## src/sv/sit_pkg.sv

```systemverilog
// ----------------------------------------------------------------------------
// sit_pkg: shared types and constants of the sorted interval table
// Entry layout, operation and status codes, and sequencer states.
// ----------------------------------------------------------------------------
package sit_pkg;

  localparam int unsigned TimeW        = 13;
  localparam int unsigned RoomW        = 16;
  localparam int unsigned OccW         = 5;
  localparam int unsigned TimeFracBits = 8;
  localparam int unsigned DayLimit     = 24 << TimeFracBits;

  typedef struct packed {
    logic [RoomW-1:0] room;
    logic [TimeW-1:0] stop;
    logic [TimeW-1:0] start;
  } entry_t;

  typedef enum logic [1:0] {
    ACT_INSERT = 2'd0,
    ACT_REMOVE = 2'd1,
    ACT_FIND   = 2'd2,
    ACT_NONE   = 2'd3
  } action_e;

  typedef enum logic [2:0] {
    ST_OK        = 3'd0,
    ST_INVALID   = 3'd1,
    ST_OVERLAP   = 3'd2,
    ST_FULL      = 3'd3,
    ST_NOT_FOUND = 3'd4
  } status_e;

  typedef enum logic [2:0] {
    S_IDLE,
    S_SCAN,
    S_DECIDE,
    S_SHIFT,
    S_PLACE,
    S_RESP
  } state_e;

endpackage

```

## src/sv/sorted_interval_table_top.sv

```systemverilog
// ----------------------------------------------------------------------------
// sorted_interval_table_top: sorted, non-overlapping interval table
// Up to CAPACITY half-open intervals [start, end) with a room tag, kept in
// RAM sorted by start. Insert, remove by start, find by start.
// ----------------------------------------------------------------------------
// One operation at a time; every operation gives exactly one result transfer.
// A find, a miss or an insert rejected for overlap or a full table reads every
// stored entry once through the single RAM read port, whose read data is
// registered, and then raises the result once the output register is free.
// An invalid insert or the unused action skips the scan. After the scan an
// insert moves the entries from its position upward up by one and then writes
// the new entry; a remove moves the entries above the match down by one. The
// input side is ready only while the sequencer is idle; a finished result
// waits in the output register while the next operation is taken.
module sorted_interval_table_top #(
  parameter int unsigned CAPACITY = 16
) (
  input  logic        clk_i,
  input  logic        rst_ni,
  input  logic        s_axis_tvalid,
  output logic        s_axis_tready,
  input  logic [47:0] s_axis_tdata,   // start_hours[12:0], end_hours[25:13], room_tag[41:26]
  input  logic [1:0]  s_axis_tuser,   // action[1:0]
  output logic        m_axis_tvalid,
  input  logic        m_axis_tready,
  output logic [47:0] m_axis_tdata,   // hit_start[12:0], hit_end[25:13], hit_room[41:26],
                                      // occupancy[46:42]
  output logic [2:0]  m_axis_tuser    // status[2:0]
);

  import sit_pkg::*;

  localparam int unsigned AW = (CAPACITY > 1) ? $clog2(CAPACITY) : 1;
  localparam int unsigned CW = $clog2(CAPACITY + 1);
  localparam int unsigned EW = $bits(entry_t);
  localparam logic [CW-1:0] CapCnt = CW'(CAPACITY);

  state_e        state_q, state_d;
  action_e       act_q, act_d;
  entry_t        req_q, req_d;
  logic [CW-1:0] count_q, count_d;
  logic [CW-1:0] scan_q, scan_d;
  logic          dv_q, dv_d;
  logic          ovl_q, ovl_d;
  logic          found_q, found_d;
  logic [CW-1:0] pos_q, pos_d;
  logic [CW-1:0] match_q, match_d;
  logic [CW-1:0] src_q, src_d;
  logic          wv_q, wv_d;
  logic [AW-1:0] waddr_q, waddr_d;
  entry_t        hit_q, hit_d;
  status_e       status_q, status_d;

  logic          m_valid_q, m_valid_d;
  entry_t        out_hit_q, out_hit_d;
  status_e       out_st_q, out_st_d;
  logic [OccW-1:0] out_occ_q, out_occ_d;

  logic          ram_we;
  logic [AW-1:0] ram_waddr, ram_raddr;
  logic [EW-1:0] ram_wdata, ram_rdata;
  entry_t        rd;
  entry_t        in_ent;
  logic          in_acc;
  logic          in_bad;
  logic          issue;
  logic [CW+OccW-1:0] occ_ext;

  sit_ram #(
    .WIDTH (EW),
    .DEPTH (CAPACITY),
    .AW    (AW)
  ) u_store (
    .clk_i   (clk_i),
    .we_i    (ram_we),
    .waddr_i (ram_waddr),
    .wdata_i (ram_wdata),
    .raddr_i (ram_raddr),
    .rdata_o (ram_rdata)
  );

  assign rd = entry_t'(ram_rdata);

  assign in_ent.start = s_axis_tdata[12:0];
  assign in_ent.stop  = s_axis_tdata[25:13];
  assign in_ent.room  = s_axis_tdata[41:26];
  assign in_acc  = s_axis_tvalid && s_axis_tready;
  assign in_bad  = (32'(in_ent.stop) > DayLimit) || (in_ent.start >= in_ent.stop);
  assign s_axis_tready = (state_q == S_IDLE);

  always_comb begin
    state_d   = state_q;
    act_d     = act_q;
    req_d     = req_q;
    count_d   = count_q;
    scan_d    = scan_q;
    dv_d      = 1'b0;
    ovl_d     = ovl_q;
    found_d   = found_q;
    pos_d     = pos_q;
    match_d   = match_q;
    src_d     = src_q;
    wv_d      = 1'b0;
    waddr_d   = waddr_q;
    hit_d     = hit_q;
    status_d  = status_q;
    m_valid_d = m_valid_q && !m_axis_tready;
    out_hit_d = out_hit_q;
    out_st_d  = out_st_q;
    out_occ_d = out_occ_q;
    ram_we    = 1'b0;
    ram_waddr = waddr_q;
    ram_wdata = ram_rdata;
    ram_raddr = scan_q[AW-1:0];
    issue     = 1'b0;
    occ_ext   = {{OccW{1'b0}}, count_q};

    unique case (state_q)
      S_IDLE: begin
        if (in_acc) begin
          act_d   = action_e'(s_axis_tuser);
          req_d   = in_ent;
          scan_d  = '0;
          ovl_d   = 1'b0;
          found_d = 1'b0;
          pos_d   = '0;
          match_d = '0;
          hit_d   = '0;
          status_d = ST_OK;
          if (action_e'(s_axis_tuser) == ACT_NONE ||
              (action_e'(s_axis_tuser) == ACT_INSERT && in_bad)) begin
            status_d = ST_INVALID;
            state_d  = S_RESP;
          end else begin
            state_d = S_SCAN;
          end
        end
      end
      S_SCAN: begin
        issue     = (scan_q < count_q);
        ram_raddr = scan_q[AW-1:0];
        dv_d      = issue;
        if (issue) begin
          scan_d = scan_q + 1'b1;
        end
        if (dv_q) begin
          if (req_q.start < rd.stop && req_q.stop > rd.start) begin
            ovl_d = 1'b1;
          end
          if (rd.start < req_q.start) begin
            pos_d = pos_q + 1'b1;
          end
          if (rd.start == req_q.start) begin
            found_d = 1'b1;
            match_d = scan_q - 1'b1;
            if (act_q == ACT_FIND) begin
              hit_d = rd;
            end
          end
        end
        if (!issue && !dv_q) begin
          state_d = S_DECIDE;
        end
      end
      S_DECIDE: begin
        unique case (act_q)
          ACT_INSERT: begin
            if (ovl_q) begin
              status_d = ST_OVERLAP;
              state_d  = S_RESP;
            end else if (count_q >= CapCnt) begin
              status_d = ST_FULL;
              state_d  = S_RESP;
            end else begin
              src_d   = count_q;
              state_d = S_SHIFT;
            end
          end
          ACT_REMOVE: begin
            if (!found_q) begin
              status_d = ST_NOT_FOUND;
              state_d  = S_RESP;
            end else begin
              src_d   = match_q + 1'b1;
              state_d = S_SHIFT;
            end
          end
          default: begin
            status_d = found_q ? ST_OK : ST_NOT_FOUND;
            state_d  = S_RESP;
          end
        endcase
      end
      S_SHIFT: begin
        ram_we    = wv_q;
        ram_waddr = waddr_q;
        ram_wdata = ram_rdata;
        if (act_q == ACT_INSERT) begin
          issue     = (src_q > pos_q);
          ram_raddr = AW'(src_q - 1'b1);
          if (issue) begin
            waddr_d = src_q[AW-1:0];
            src_d   = src_q - 1'b1;
          end
        end else begin
          issue     = (src_q < count_q);
          ram_raddr = src_q[AW-1:0];
          if (issue) begin
            waddr_d = AW'(src_q - 1'b1);
            src_d   = src_q + 1'b1;
          end
        end
        wv_d = issue;
        if (!issue && !wv_q) begin
          if (act_q == ACT_INSERT) begin
            state_d = S_PLACE;
          end else begin
            count_d = count_q - 1'b1;
            state_d = S_RESP;
          end
        end
      end
      S_PLACE: begin
        ram_we    = 1'b1;
        ram_waddr = pos_q[AW-1:0];
        ram_wdata = req_q;
        count_d   = count_q + 1'b1;
        state_d   = S_RESP;
      end
      S_RESP: begin
        if (!m_valid_q || m_axis_tready) begin
          m_valid_d = 1'b1;
          out_hit_d = hit_q;
          out_st_d  = status_q;
          out_occ_d = occ_ext[OccW-1:0];
          state_d   = S_IDLE;
        end
      end
      default: begin
        state_d = S_IDLE;
      end
    endcase
  end

  always_ff @(posedge clk_i or negedge rst_ni) begin
    if (!rst_ni) begin
      state_q   <= S_IDLE;
      count_q   <= '0;
      m_valid_q <= 1'b0;
      dv_q      <= 1'b0;
      wv_q      <= 1'b0;
    end else begin
      state_q   <= state_d;
      count_q   <= count_d;
      m_valid_q <= m_valid_d;
      dv_q      <= dv_d;
      wv_q      <= wv_d;
    end
  end

  always_ff @(posedge clk_i) begin
    act_q     <= act_d;
    req_q     <= req_d;
    scan_q    <= scan_d;
    ovl_q     <= ovl_d;
    found_q   <= found_d;
    pos_q     <= pos_d;
    match_q   <= match_d;
    src_q     <= src_d;
    waddr_q   <= waddr_d;
    hit_q     <= hit_d;
    status_q  <= status_d;
    out_hit_q <= out_hit_d;
    out_st_q  <= out_st_d;
    out_occ_q <= out_occ_d;
  end

  assign m_axis_tvalid = m_valid_q;
  assign m_axis_tdata  = {1'b0, out_occ_q, out_hit_q.room, out_hit_q.stop, out_hit_q.start};
  assign m_axis_tuser  = out_st_q;

endmodule

```

## src/sv/sit_ram.sv

```systemverilog
// ----------------------------------------------------------------------------
// sit_ram: generic simple dual-port RAM
// One write port, one read port, registered read data, no reset.
// ----------------------------------------------------------------------------
module sit_ram #(
  parameter int unsigned WIDTH = 42,
  parameter int unsigned DEPTH = 16,
  parameter int unsigned AW    = (DEPTH > 1) ? $clog2(DEPTH) : 1
) (
  input  logic             clk_i,
  input  logic             we_i,
  input  logic [AW-1:0]    waddr_i,
  input  logic [WIDTH-1:0] wdata_i,
  input  logic [AW-1:0]    raddr_i,
  output logic [WIDTH-1:0] rdata_o
);

  logic [WIDTH-1:0] mem_q [DEPTH];
  logic [WIDTH-1:0] rdata_q;

  always_ff @(posedge clk_i) begin
    if (we_i) begin
      mem_q[waddr_i] <= wdata_i;
    end
    rdata_q <= mem_q[raddr_i];
  end

  assign rdata_o = rdata_q;

endmodule
```

## config.mk

```make
export PLATFORM = sky130hd
export DESIGN_NAME = sorted_interval_table_top
export DESIGN_NICKNAME = d
export VERILOG_FILES = /design/src/sv/sit_pkg.sv /design/src/sv/sorted_interval_table_top.sv /design/src/sv/sit_ram.sv
export SDC_FILE = /design/constraint.sdc
export NUM_CORES = 1
export LEC_CHECK = 0
export BUFFER_PORTS_ARGS = -buffer_cell sky130_fd_sc_hd__buf_2
export CAP_MARGIN = 20
export CORE_MARGIN = 2
export CORE_UTILIZATION = 36
export DETAILED_ROUTE_END_ITERATION = 6
export PLACE_DENSITY = 0.57
export SETUP_SLACK_MARGIN = 0.1
export SYNTH_ARGS = -nofsm -noshare
export SYNTH_HDL_FRONTEND = slang
export SYNTH_SLANG_ARGS = --single-unit
```

## constraint.sdc

```tcl
create_clock -name clk_i -period 11 [get_ports clk_i]
set_input_delay 2.2 -clock clk_i [delete_from_list [all_inputs] [get_ports clk_i]]
set_output_delay 2.2 -clock clk_i [all_outputs]
set_load 0.005 [all_outputs]
```

==> impl_metrics.csv, run 1 <==
group,metric,value,unit
run_status,status,"finished clean",
synthesis,synth-main-ff-cell,"edfxtp_1",
synthesis,synth_xor_area_share,0.656,%
timing,rsz0062_at_grt,"no",
worst_setup_path,cp_max_fo,85,
clocking,clkTransAtPathRegs,0.06,ns
final_layout,final_common_cell,"edfxtp_1",
drt,dr_wl_met3,6480,microns
run,maxCapViolations,0,
synthesis,yosysWarnings,0,
power_and_ir_drop,pwr_density_cell,283,nW/um^2
final_layout,fillCellCount,9156,
clocking,insertion_delay,0.65,ns
final_layout,seqCellArea,26300,sq um
clocking,ctsResizeCount,0,
worst_setup_path,cp-start-kind,"register",
timing,max_freq,222,MHz
floorplan,core_area,99700,sq um
clocking,cts_max_level,3,
timing,period_share,41.0,%
timing,finalSetupViolations,0,
floorplan,ios,107,
clocking,cts_buffers,86,
timing,holdWs,0.419,ns
power_and_ir_drop,cellInternalPower,7.38,mW
timing,slew_violations,0,
synthesis,synth-compound-area-share,5.82,%
power_and_ir_drop,vdd_drop_max,0.000175,V
drt,wire_per_inst,22.2,microns
final_layout,final_cell_mix,"edfxtp_1, nand2_1, nand3_1, a21oi_1, nor2_1",
clocking,clockBufferDepth,3,
worst_setup_path,r2r_slack,6.49,ns
synthesis,syn_inst,2814,
synthesis,synth_edf_count,837,
final_layout,n_antenna_cell,0,
synthesis,synth_top_area_share,69.7,%
drt,drt_iter0_drc,2396,
place,place_inst,4117,
clocking,cts_root_buf,"clkbuf_16",
floorplan,die_h,320,microns
drt,wl_met2,45600,microns
worst_setup_path,cp_cell_sequence,"inv_1, ha_1, nor3_1, a21oi_2, o21a_4, buf_4, buf_4, nand2_1, and3_1, a311o_1, o2111ai_1",
timing,tns,0,ns
worst_setup_path,slowest_delay,0.86,ns
synthesis,synth.avg_cell_area,12.8,sq um
synthesis,netlist_area,36000,sq um
worst_setup_path,critical_path_required,11.56,ns
global_routing,gr-usage-all-layers,18.3,%
drt,top_layer,"met4",
synthesis,netlist-cell-type-count,65,
power_and_ir_drop,leakage,14.6,nW
drt,drt.antenna.violating_nets,0,
worst_setup_path,slowest_stage,"buf_4",
place,post-dp-hpwl,47500,microns
drt,firstDrtPassIters,5,
worst_setup_path,cp.buffers_inverters,3,
worst_setup_path,endpoint_kind,"register",
final_layout,syn_to_final_growth,13.5,%
power_and_ir_drop,power_frac_seq,41.9,%
synthesis,ys_ff_latch,890,
timing,finalClockSkew,0.0319,ns
worst_hold_path,holdPathStages,0,
worst_hold_path,worstHoldStart,"hit_q[0]$_SDFFCE_PN0P_",
timing,worst_pin_slew,1.07,ns
power_and_ir_drop,p_switching,4.20,mW
floorplan,rows,116,
power_and_ir_drop,p_clk_share,25.2,%
worst_setup_path,cp_data_arrival_time,5.07,ns
drt,via_count,22200,
global_routing,first_global_vias,21200,
final_layout,multiInputGateArea,8970,sq um
timing,slew_headroom,28.4,%
worst_hold_path,min_path_type,"reg2reg",
floorplan,die_area,103000,sq um
synthesis,ys_top_cells_by_area,"edfxtp_1, nand2_1, nand3_1",
power_and_ir_drop,power,11.6,mW
final_layout,nets,3038,
worst_setup_path,worstReg2RegStart,"src_q[1]$_DFFE_PP_",
worst_setup_path,crit_type,"reg2reg",
drt,drt-total-wl,95000,microns
synthesis,synth_top_cell_by_area,"edfxtp_1",
clocking,cts_tree,"done",
synthesis,ys_seq_area_share,72.8,%
synthesis,syn_nets,2944,
worst_setup_path,cp_common_cell,"buf_4",
synthesis,synth_top_family_by_area,"simple AND/OR/NAND/NOR gates",
global_routing,grt_overflow,0,
power_and_ir_drop,swShare,36.3,%
global_routing,grt_pass1_wl,139000,microns
drt,drc,0,
drt,viasPerCell,5.19,
floorplan,initial_core_util,36.2,%
drt,wl_met1,40800,microns
timing,worst_slack,6.49,ns
place,place_congestion,0.825,
global_routing,grt_antenna_before_repair,3,
synthesis,synthArstFlopShare,1.24,%
floorplan,dieWidth,320,microns
timing,hold_viol,0,
place,dp_slack,6.52,ns
synthesis,synthMuxAreaShare,0.0312,%
power_and_ir_drop,combPwrFrac,32.9,%
place,port_buffers,99,
synthesis,synth_fa_ha_area_share,2.66,%
clocking,cts_setup_buffers,0,
worst_setup_path,worst-r2r-cell-count,11,
clocking,cts_hold_buf,0,
final_layout,drive_above_1_share,11.1,%
timing,period_minus_slack,4.51,ns
final_layout,stdcell_count,4279,
clocking,clock-sinks,890,
worst_hold_path,min_to,"m_axis_tdata[0]$_DFFE_PP_",
worst_setup_path,crit_family,"buffers and inverters",
global_routing,grt_max_degree,162,
synthesis,synth-simple-area-share,15.1,%
worst_setup_path,reg2reg_to,"u_store.rdata_o[31]$_DFF_P_",
## flip-flops by register name, summed over array words and instances, names as in the netlist, 2 cells and up
name and flops:
u_store.mem_q 672, act_q 2, u_store.rdata_o 42, req_q 42, match_q 5, hit_q 42
src_q 5, scan_q 5, m_axis_tdata 42, state_q 3, count_q 5, waddr_q 4
status_q 3, pos_q 5, out_occ_q 5, m_axis_tuser 3
## metal layers
metal  track usage (%)  vias to the layer above
met5                 0                        -
met4              5.39                        0
met3              2.60                      121
met2              30.2                      725
met1              25.2                    11000
li1                  -                    10300
## power groups by stage
stage	clock network [mW]	logic, mW	registers, mW
after CTS	2.97	3.84	4.85
after detailed placement	0	3.83	4.92
after global placement	0	3.79	4.92
after global routing	3.09	4.25	4.88
after floorplan	0	2.55	4.83
final	2.92	3.81	4.85
## stage by stage
stage | instance area, sq um | utilization (%)
floorplan | 36000 | -
global placement | 38100 | 38.2
detailed placement | 38100 | 38.2
CTS | 40900 | 41.0
global route | 40900 | 41.0
finish | 40900 | 41.0
## synthesized netlist by cell type, types with 4 or more instances
library cell,number
inv_1,73
buf_2,72
xor2_1,9
nor2_1,123
nand2b_1,5
and3_1,65
xnor2_1,13
edfxtp_1,837
clkbuf_1,61
nor3b_1,5
ha_1,75
buf_6,7
o2111ai_1,43
a31oi_1,9
o21ai_0,50
nor3_1,12
o211ai_1,4
nand4_1,7
nor2b_1,9
dfrtp_1,11
buf_1,16
a311o_1,43
dfxtp_1,42
nand3_1,261
nand2_1,773
a21o_1,12
nor4_1,5
a211o_1,4
a21oi_1,118
## layout make-up
type	count	area share, %
clock buffer	121	5.94
multi-input combinational	1691	21.9
sequential	890	64.2
tap	1298	3.97
timing repair buffer	165	2.45
inverter	74	0.679
clock inverter	40	0.860
## worst max-delay path by stage
stage | from | endpoint | slack [ns] | depth (start not counted)
finish | src_q[1]$_DFFE_PP_ | u_store.rdata_o[31]$_DFF_P_ | 6.49 | 11
detailed placement | src_q[1]$_DFFE_PP_ | u_store.rdata_o[31]$_DFF_P_ | 6.52 | 11
floorplan | m_axis_tready | m_axis_tdata[0]$_DFFE_PP_ | 6.19 | 2
CTS | src_q[1]$_DFFE_PP_ | u_store.rdata_o[31]$_DFF_P_ | 6.49 | 11
global route | src_q[1]$_DFFE_PP_ | u_store.rdata_o[27]$_DFF_P_ | 6.24 | 11
global placement | src_q[1]$_DFFE_PP_ | u_store.rdata_o[24]$_DFF_P_ | 6.55 | 11
## logic make-up (layout without fill, tap and decap cells)
group,count (synthesis),in the layout
compound gates,309,309
flops,890,890
simple gates,1280,1280
buf+inv,233,400
other cells,1,1
xor+xnor,24,24
fa+ha+maj,76,76
mux,1,1
Note: power is estimated with default switching activity, not from simulation.
==> run 2, diff against run 1 <==
ABC_AREA = 1   (was not set)
PLACE_DENSITY = 0.59   (was 0.57)
clock period = 3.8 ns   (was 11 ns; I/O delays follow)
==> run 2 against run 1 <==
Effect of this change: cell area grew 2.7%; register-to-register slack lost 5.8 ns; global-route usage shrank 0.53 points; die area grew 1.6%; setup slack lost 5.8 ns; area after synthesis grew 1.6%; clock-buffer cell count grew 2.
==> impl_metrics.csv, run 2 <==
group,metric,value,unit
final_layout,final_common_cell,"edfxtp_1",
floorplan,initial_core_util,36.5,%
synthesis,synth_fa_ha_area_share,2.62,%
global_routing,grt_overflow,0,
timing,tns,0,ns
worst_setup_path,reg2reg_to,"u_store.mem_q[4][10]$_DFFE_PP_",
final_layout,final_cell_mix,"edfxtp_1, nor2_1, nand3_1, nand2_1, o21ai_0",
synthesis,yosysWarnings,0,
synthesis,synthArstFlopShare,1.24,%
global_routing,first_global_vias,21400,
worst_setup_path,cp_max_fo,26,
synthesis,syn_nets,2995,
clocking,insertion_delay,0.66,ns
drt,viasPerCell,5.13,
run,maxCapViolations,0,
final_layout,top_register,"u_store.mem_q",
timing,finalClockSkew,0.0231,ns
worst_setup_path,crit_type,"reg2reg",
worst_setup_path,cp_data_arrival_time,3.43,ns
floorplan,rows,116,
timing,slew_violations,0,
clocking,cts_tree,"done",
run_status,status,"finished clean",
timing,rsz0062_at_grt,"no",
place,post-dp-hpwl,52100,microns
floorplan,die_h,323,microns
clocking,cts_buffers,89,
global_routing,grt_max_degree,119,
drt,drt-total-wl,93500,microns
global_routing,grt_antenna_before_repair,5,
synthesis,synth_top_family_by_area,"simple AND/OR/NAND/NOR gates",
power_and_ir_drop,vdd_drop_max,0.000620,V
worst_setup_path,r2r_slack,0.65,ns
timing,worst_pin_slew,1.12,ns
drt,wire_per_inst,21.1,microns
floorplan,dieWidth,323,microns
timing,finalSetupViolations,0,
power_and_ir_drop,leakage,14.6,nW
global_routing,gr-usage-all-layers,17.8,%
synthesis,synth_top_cell_by_area,"edfxtp_1",
worst_hold_path,min_path_type,"in2reg",
drt,firstDrtPassIters,5,
floorplan,core_area,100000,sq um
final_layout,largest_reg_flops,672,
clocking,cts_root_buf,"clkbuf_16",
synthesis,synth_most_common_cell,"edfxtp_1",
synthesis,ys_seq_area_share,71.7,%
drt,drc,0,
drt,via_count,22800,
final_layout,drive_above_1_share,13.2,%
power_and_ir_drop,pwr_density_cell,845,nW/um^2
global_routing,grt_pass1_wl,138000,microns
synthesis,synth-compound-area-share,7.93,%
synthesis,ys_ff_latch,890,
place,dp_slack,0.687,ns
timing,holdWs,0.280,ns
floorplan,die_area,104000,sq um
place,place_congestion,0.860,
worst_setup_path,cp-start-kind,"register",
worst_setup_path,worst-r2r-cell-count,8,
synthesis,synth_edf_count,837,
worst_setup_path,worstReg2RegStart,"state_q[0]$_DFFE_PN0P_",
clocking,cts_max_level,3,
clocking,clockBufferDepth,3,
final_layout,nets,3130,
synthesis,netlist-cell-type-count,48,
worst_hold_path,worstHoldStart,"s_axis_tdata[33]",
synthesis,syn_inst,2865,
timing,worst_slack,0.651,ns
synthesis,synth_xor_area_share,0.239,%
synthesis,netlist_area,36600,sq um
drt,drt.antenna.violating_nets,0,
synthesis,synth-simple-area-share,13.7,%
timing,max_freq,318,MHz
synthesis,synth_common_cells,"edfxtp_1, nor2_1, nand3_1",
synthesis,synth-main-ff-cell,"edfxtp_1",
clocking,clkTransAtPathRegs,0.06,ns
timing,hold_viol,0,
synthesis,synth_top_area_share,68.6,%
worst_setup_path,cp_cell_sequence,"nor2_1, inv_1, nor2_4, inv_1, o21ai_0, nand3_1, nor2_4, buf_4",
final_layout,fillCellCount,9308,
worst_setup_path,endpoint_kind,"register",
timing,period_share,82.9,%
timing,period_minus_slack,3.15,ns
worst_hold_path,min_to,"req_q[33]$_DFFE_PP_",
worst_setup_path,slowest_delay,0.51,ns
synthesis,synth.avg_cell_area,12.8,sq um
timing,slew_headroom,24.5,%
worst_hold_path,holdPathStages,1,
place,port_buffers,99,
clocking,cts_setup_buffers,0,
synthesis,synthMuxAreaShare,0,%
drt,drt_iter0_drc,2388,
worst_setup_path,critical_path_required,4.08,ns
worst_setup_path,slowest_stage,"buf_4",
synthesis,ys_top_cells_by_area,"edfxtp_1, nor2_1, nand3_1",
clocking,clock-sinks,890,
floorplan,ios,107,
final_layout,syn_to_final_growth,14.8,%
run 2: cell types whose count changed in the layout (fill, tap and decap cells not counted), moves of 68 or more:
cell	previous run	this run
nand2_1	772	193
nor2_1	106	426
o211ai_1	4	170
o21ai_0	50	178
a21oi_1	116	41
o21ai_1	0	73
or2_0	0	68
run 2: final cells by class:
type,count,area (sq um),area share (%)
inverters,140,534,1.27
clock inverters,41,354,0.843
well taps,1357,1700,4.04
multi-input cells,1676,9120,21.7
clock buffers,123,2450,5.82
repair buffers,203,1620,3.85
flip-flops and latches,890,26300,62.5
diodes,2,5.00,0.0119
run 2: worst max-delay path by stage:
stage / startpoint / to
6_report: state_q[0]$_DFFE_PN0P_ / u_store.mem_q[4][10]$_DFFE_PP_
5_1_grt: state_q[0]$_DFFE_PN0P_ / u_store.mem_q[4][39]$_DFFE_PP_
4_1_cts: src_q[2]$_DFFE_PP_ / u_store.rdata_o[12]$_DFF_P_
3_5_place_dp: src_q[2]$_DFFE_PP_ / u_store.rdata_o[28]$_DFF_P_
3_3_place_gp: src_q[1]$_DFFE_PP_ / u_store.rdata_o[8]$_DFF_P_
2_1_floorplan: state_q[0]$_DFFE_PN0P_ / u_store.mem_q[0][0]$_DFFE_PP_
run 2: stage by stage:
step	util, %	power [mW]	instance area, sq um	instances
3_5_place_dp	39.0	27.2	39200	4263
6_report	41.8	35.5	42000	4432
2_1_floorplan	-	22.7	36600	2865
3_3_place_gp	39.0	27.0	39200	4263
5_1_grt	41.8	37.7	42000	4430
4_1_cts	41.8	35.7	42000	4428
run 2: where the power goes:
group          switching (mW)  internal, mW
sequential              0.475          13.4
combinational            9.08          4.09
clock                    3.68          4.85
total                    13.2          22.3
run 2: cells by family after synthesis:
family,Yosys count
compound gates,483
xor+xnor,10
fa+ha+maj,76
buf+inv,299
flops,890
other cells,1
simple gates,1106
run 2: critical path: cells and delay by family (launching register included):
| kind | cells | cell delay [ns] |
|---|---|---|
| buf+inv | 3 | 0.82 |
| simple gates | 4 | 1.06 |
| compound gates | 1 | 0.40 |
| flops | 1 | 0.47 |
run 2: per-layer routing:
metal	part of all wire (%)	vias up	GRT usage, %
met1	47	11300	26.7
met4	2.5	2	5.26
li1	-	10600	-
met5	0.015	-	0
met3	8.1	142	3.95
met2	43	760	25.6
run 2: repair_timing:
| action | CTS | global route |
|---|---|---|
| resized for setup | 0 | 0 |
| hold buffers | 1 | 0 |
| endpoints found under the hold margin | 11 | 0 |
==> run 3, diff against run 2 <==
ABC_AREA = 0   (was 1)
clock period = 2.69 ns   (was 3.8 ns; I/O delays follow)
==> run 3 against run 2 <==
Effect of this change: total power grew 43%; final cell count decreased by 0.70%; flip-flop and latch count stayed put; global-route usage about the same; worst hold slack worse by 0.22 ns; first-iteration DRC count is 7.2% lower; sequential share of layout area decreased by 1.2 points; clock skew increased by 0.0033 ns; critical path depth grew 3; non-clock buffer count up 78; cell area increased by 2.0%; clock power up 45%; largest cell class unchanged.
==> impl_metrics.csv, run 3 (synthesis results as in run 1) <==
group,metric,value,unit
run_status,status,"finished clean",
worst_setup_path,cp_data_arrival_time,3.00,ns
floorplan,initial_core_util,36.2,%
place,port_buffers,99,
place,place_congestion,0.833,
worst_setup_path,worstReg2RegStart,"state_q[0]$_DFFE_PN0P_",
worst_setup_path,endpoint_kind,"register",
floorplan,die_area,103000,sq um
worst_setup_path,cp.buffers_inverters,4,
worst_setup_path,reg2reg_to,"u_store.rdata_o[1]$_DFF_P_",
clocking,clock-sinks,890,
clocking,clockBufferDepth,3,
drt,wire_per_inst,21.6,microns
global_routing,grt_pass1_wl,138000,microns
timing,max_freq,402,MHz
final_layout,largest_reg_flops,672,
global_routing,first_global_vias,21900,
clocking,cts_buffers,89,
timing,finalSetupViolations,0,
worst_setup_path,cp_max_fo,34,
power_and_ir_drop,power,50.7,mW
floorplan,ios,107,
timing,period_share,92.5,%
worst_setup_path,cp_cell_sequence,"buf_4, nand2_1, nor2_2, buf_4, nor2_1, a21oi_4, buf_12, buf_12, and3_1, a311o_1, o2111ai_1",
place,dp_slack,0.103,ns
global_routing,gr-usage-all-layers,17.8,%
global_routing,grt_overflow,0,
worst_setup_path,cp-start-kind,"register",
run,maxCapViolations,0,
clocking,cts_tree,"done",
floorplan,rows,116,
drt,drt-total-wl,95200,microns
final_layout,syn_to_final_growth,18.9,%
drt,via_count,22900,
drt,firstDrtPassIters,5,
drt,drc,0,
worst_setup_path,slowest_delay,0.39,ns
global_routing,grt_max_degree,80,
worst_setup_path,crit_type,"reg2reg",
drt,drt_iter0_drc,2217,
worst_hold_path,holdPathStages,1,
timing,hold_viol,0,
timing,worst_pin_slew,1.11,ns
final_layout,drive_above_1_share,14.8,%
timing,finalClockSkew,0.0264,ns
global_routing,grt_antenna_before_repair,2,
worst_setup_path,critical_path_required,3.20,ns
final_layout,final_cell_mix,"edfxtp_1, nand2_1, nand3_1, buf_4, a21oi_1",
timing,holdWs,0.0592,ns
timing,period_minus_slack,2.49,ns
final_layout,top_register,"u_store.mem_q",
worst_setup_path,crit_family,"buffers and inverters",
clocking,insertion_delay,0.65,ns
worst_hold_path,worstHoldStart,"s_axis_tdata[36]",
timing,slew_violations,0,
worst_setup_path,r2r_slack,0.20,ns
drt,viasPerCell,5.19,
worst_hold_path,min_path_type,"in2reg",
worst_setup_path,slowest_stage,"dfrtp_1",
power_and_ir_drop,pwr_density_cell,1180,nW/um^2
timing,slew_headroom,25.5,%
final_layout,stdcell_count,4401,
clocking,cts_root_buf,"clkbuf_16",
clocking,clkTransAtPathRegs,0.06,ns
floorplan,die_h,320,microns
final_layout,n_antenna_cell,0,
power_and_ir_drop,vdd_drop_max,0.000732,V
timing,worst_slack,0.202,ns
worst_hold_path,min_to,"req_q[36]$_DFFE_PP_",
final_layout,fillCellCount,8952,
clocking,cts_max_level,3,
floorplan,dieWidth,320,microns
floorplan,core_area,99700,sq um
place,post-dp-hpwl,53700,microns
drt,drt.antenna.violating_nets,0,
final_layout,nets,3157,
worst_setup_path,worst-r2r-cell-count,11,
place,place_inst,4211,
timing,rsz0062_at_grt,"yes",
final_layout,final_common_cell,"edfxtp_1",
power_and_ir_drop,leakage,15.5,nW
[run 3: cell types whose count changed in the layout (fill, tap and decap cells not counted), sizes merged, moves of 64 or more]
| cell | change |
|---|---|
| nand2 | +579 |
| a21oi | +77 |
| o21ai | -203 |
| inv | -68 |
| or2 | -170 |
| and3 | +64 |
| o211ai | -166 |
| buf | +68 |
| nor2 | -319 |
[run 3: worst max path at each step]
stage          depth (start not counted)                       endpoint                   start
2_1_floorplan                          6  u_store.mem_q[3][0]$_DFFE_PP_  state_q[0]$_DFFE_PN0P_
3_3_place_gp                          10          status_q[0]$_DFFE_PP_         s_axis_tdata[0]
3_5_place_dp                          10          status_q[0]$_DFFE_PP_         s_axis_tdata[0]
4_1_cts                               11     u_store.rdata_o[6]$_DFF_P_      src_q[0]$_DFFE_PP_
5_1_grt                               11     u_store.rdata_o[0]$_DFF_P_  state_q[0]$_DFFE_PN0P_
6_report                              11     u_store.rdata_o[1]$_DFF_P_  state_q[0]$_DFFE_PN0P_
[run 3: layout make-up]
type | count | area (sq um) | area share, %
Timing Repair Buffer | 281 | 2780 | 6.48
Sequential cell | 890 | 26300 | 61.3
Multi-Input combinational cell | 1691 | 9020 | 21.0
Clock inverter | 39 | 439 | 1.02
Clock buffer | 128 | 2460 | 5.75
Tap cell | 1298 | 1620 | 3.79
Inverter | 74 | 282 | 0.657
[run 3: routing by layer]
layer | up-vias | global-route usage (%) | share of wire, %
met4 | 0 | 6.03 | 2.6
li1 | 10600 | - | -
met5 | - | 0 | 0
met2 | 808 | 29.4 | 48
met1 | 11300 | 24.5 | 44
met3 | 146 | 1.86 | 5.8
[run 3: repair_timing]
| item | CTS | global route |
|---|---|---|
| resized for setup | 0 | 19 |
| hold buffers | 1 | 0 |
| setup endpoints to repair | 0 | 281 |
| setup buffers | 0 | 10 |
| hold endpoints to repair | 11 | 0 |
[run 3: worst reg2reg max path, delay by kind of cell (launching register included)]
kind / cells / cell delay, ns
compound gates: 3 / 0.42
buf+inv: 4 / 0.95
flops: 1 / 0.39
simple gates: 4 / 0.57
[run 3: power by group]
group / leakage, nW / internal [mW] / switching, mW / total [mW]
sequential: 8.11 / 19.0 / 0.785 / 19.7
clock: 1.41 / 7.17 / 5.19 / 12.4
combinational: 6.02 / 6.48 / 12.2 / 18.6
total: 15.5 / 32.6 / 18.1 / 50.7
[run 3: metrics by stage]
| stage | setup TNS (ns) | instance area [sq um] | util (%) |
|---|---|---|---|
| after global routing | 0 | 42900 | 43.0 |
| final | 0 | 42900 | 43.0 |
| after CTS | 0 | 42400 | 42.5 |
| after global placement | 0 | 39500 | 39.6 |
| after detailed placement | 0 | 39500 | 39.6 |
| after floorplan | -122.31 | 36100 | - |
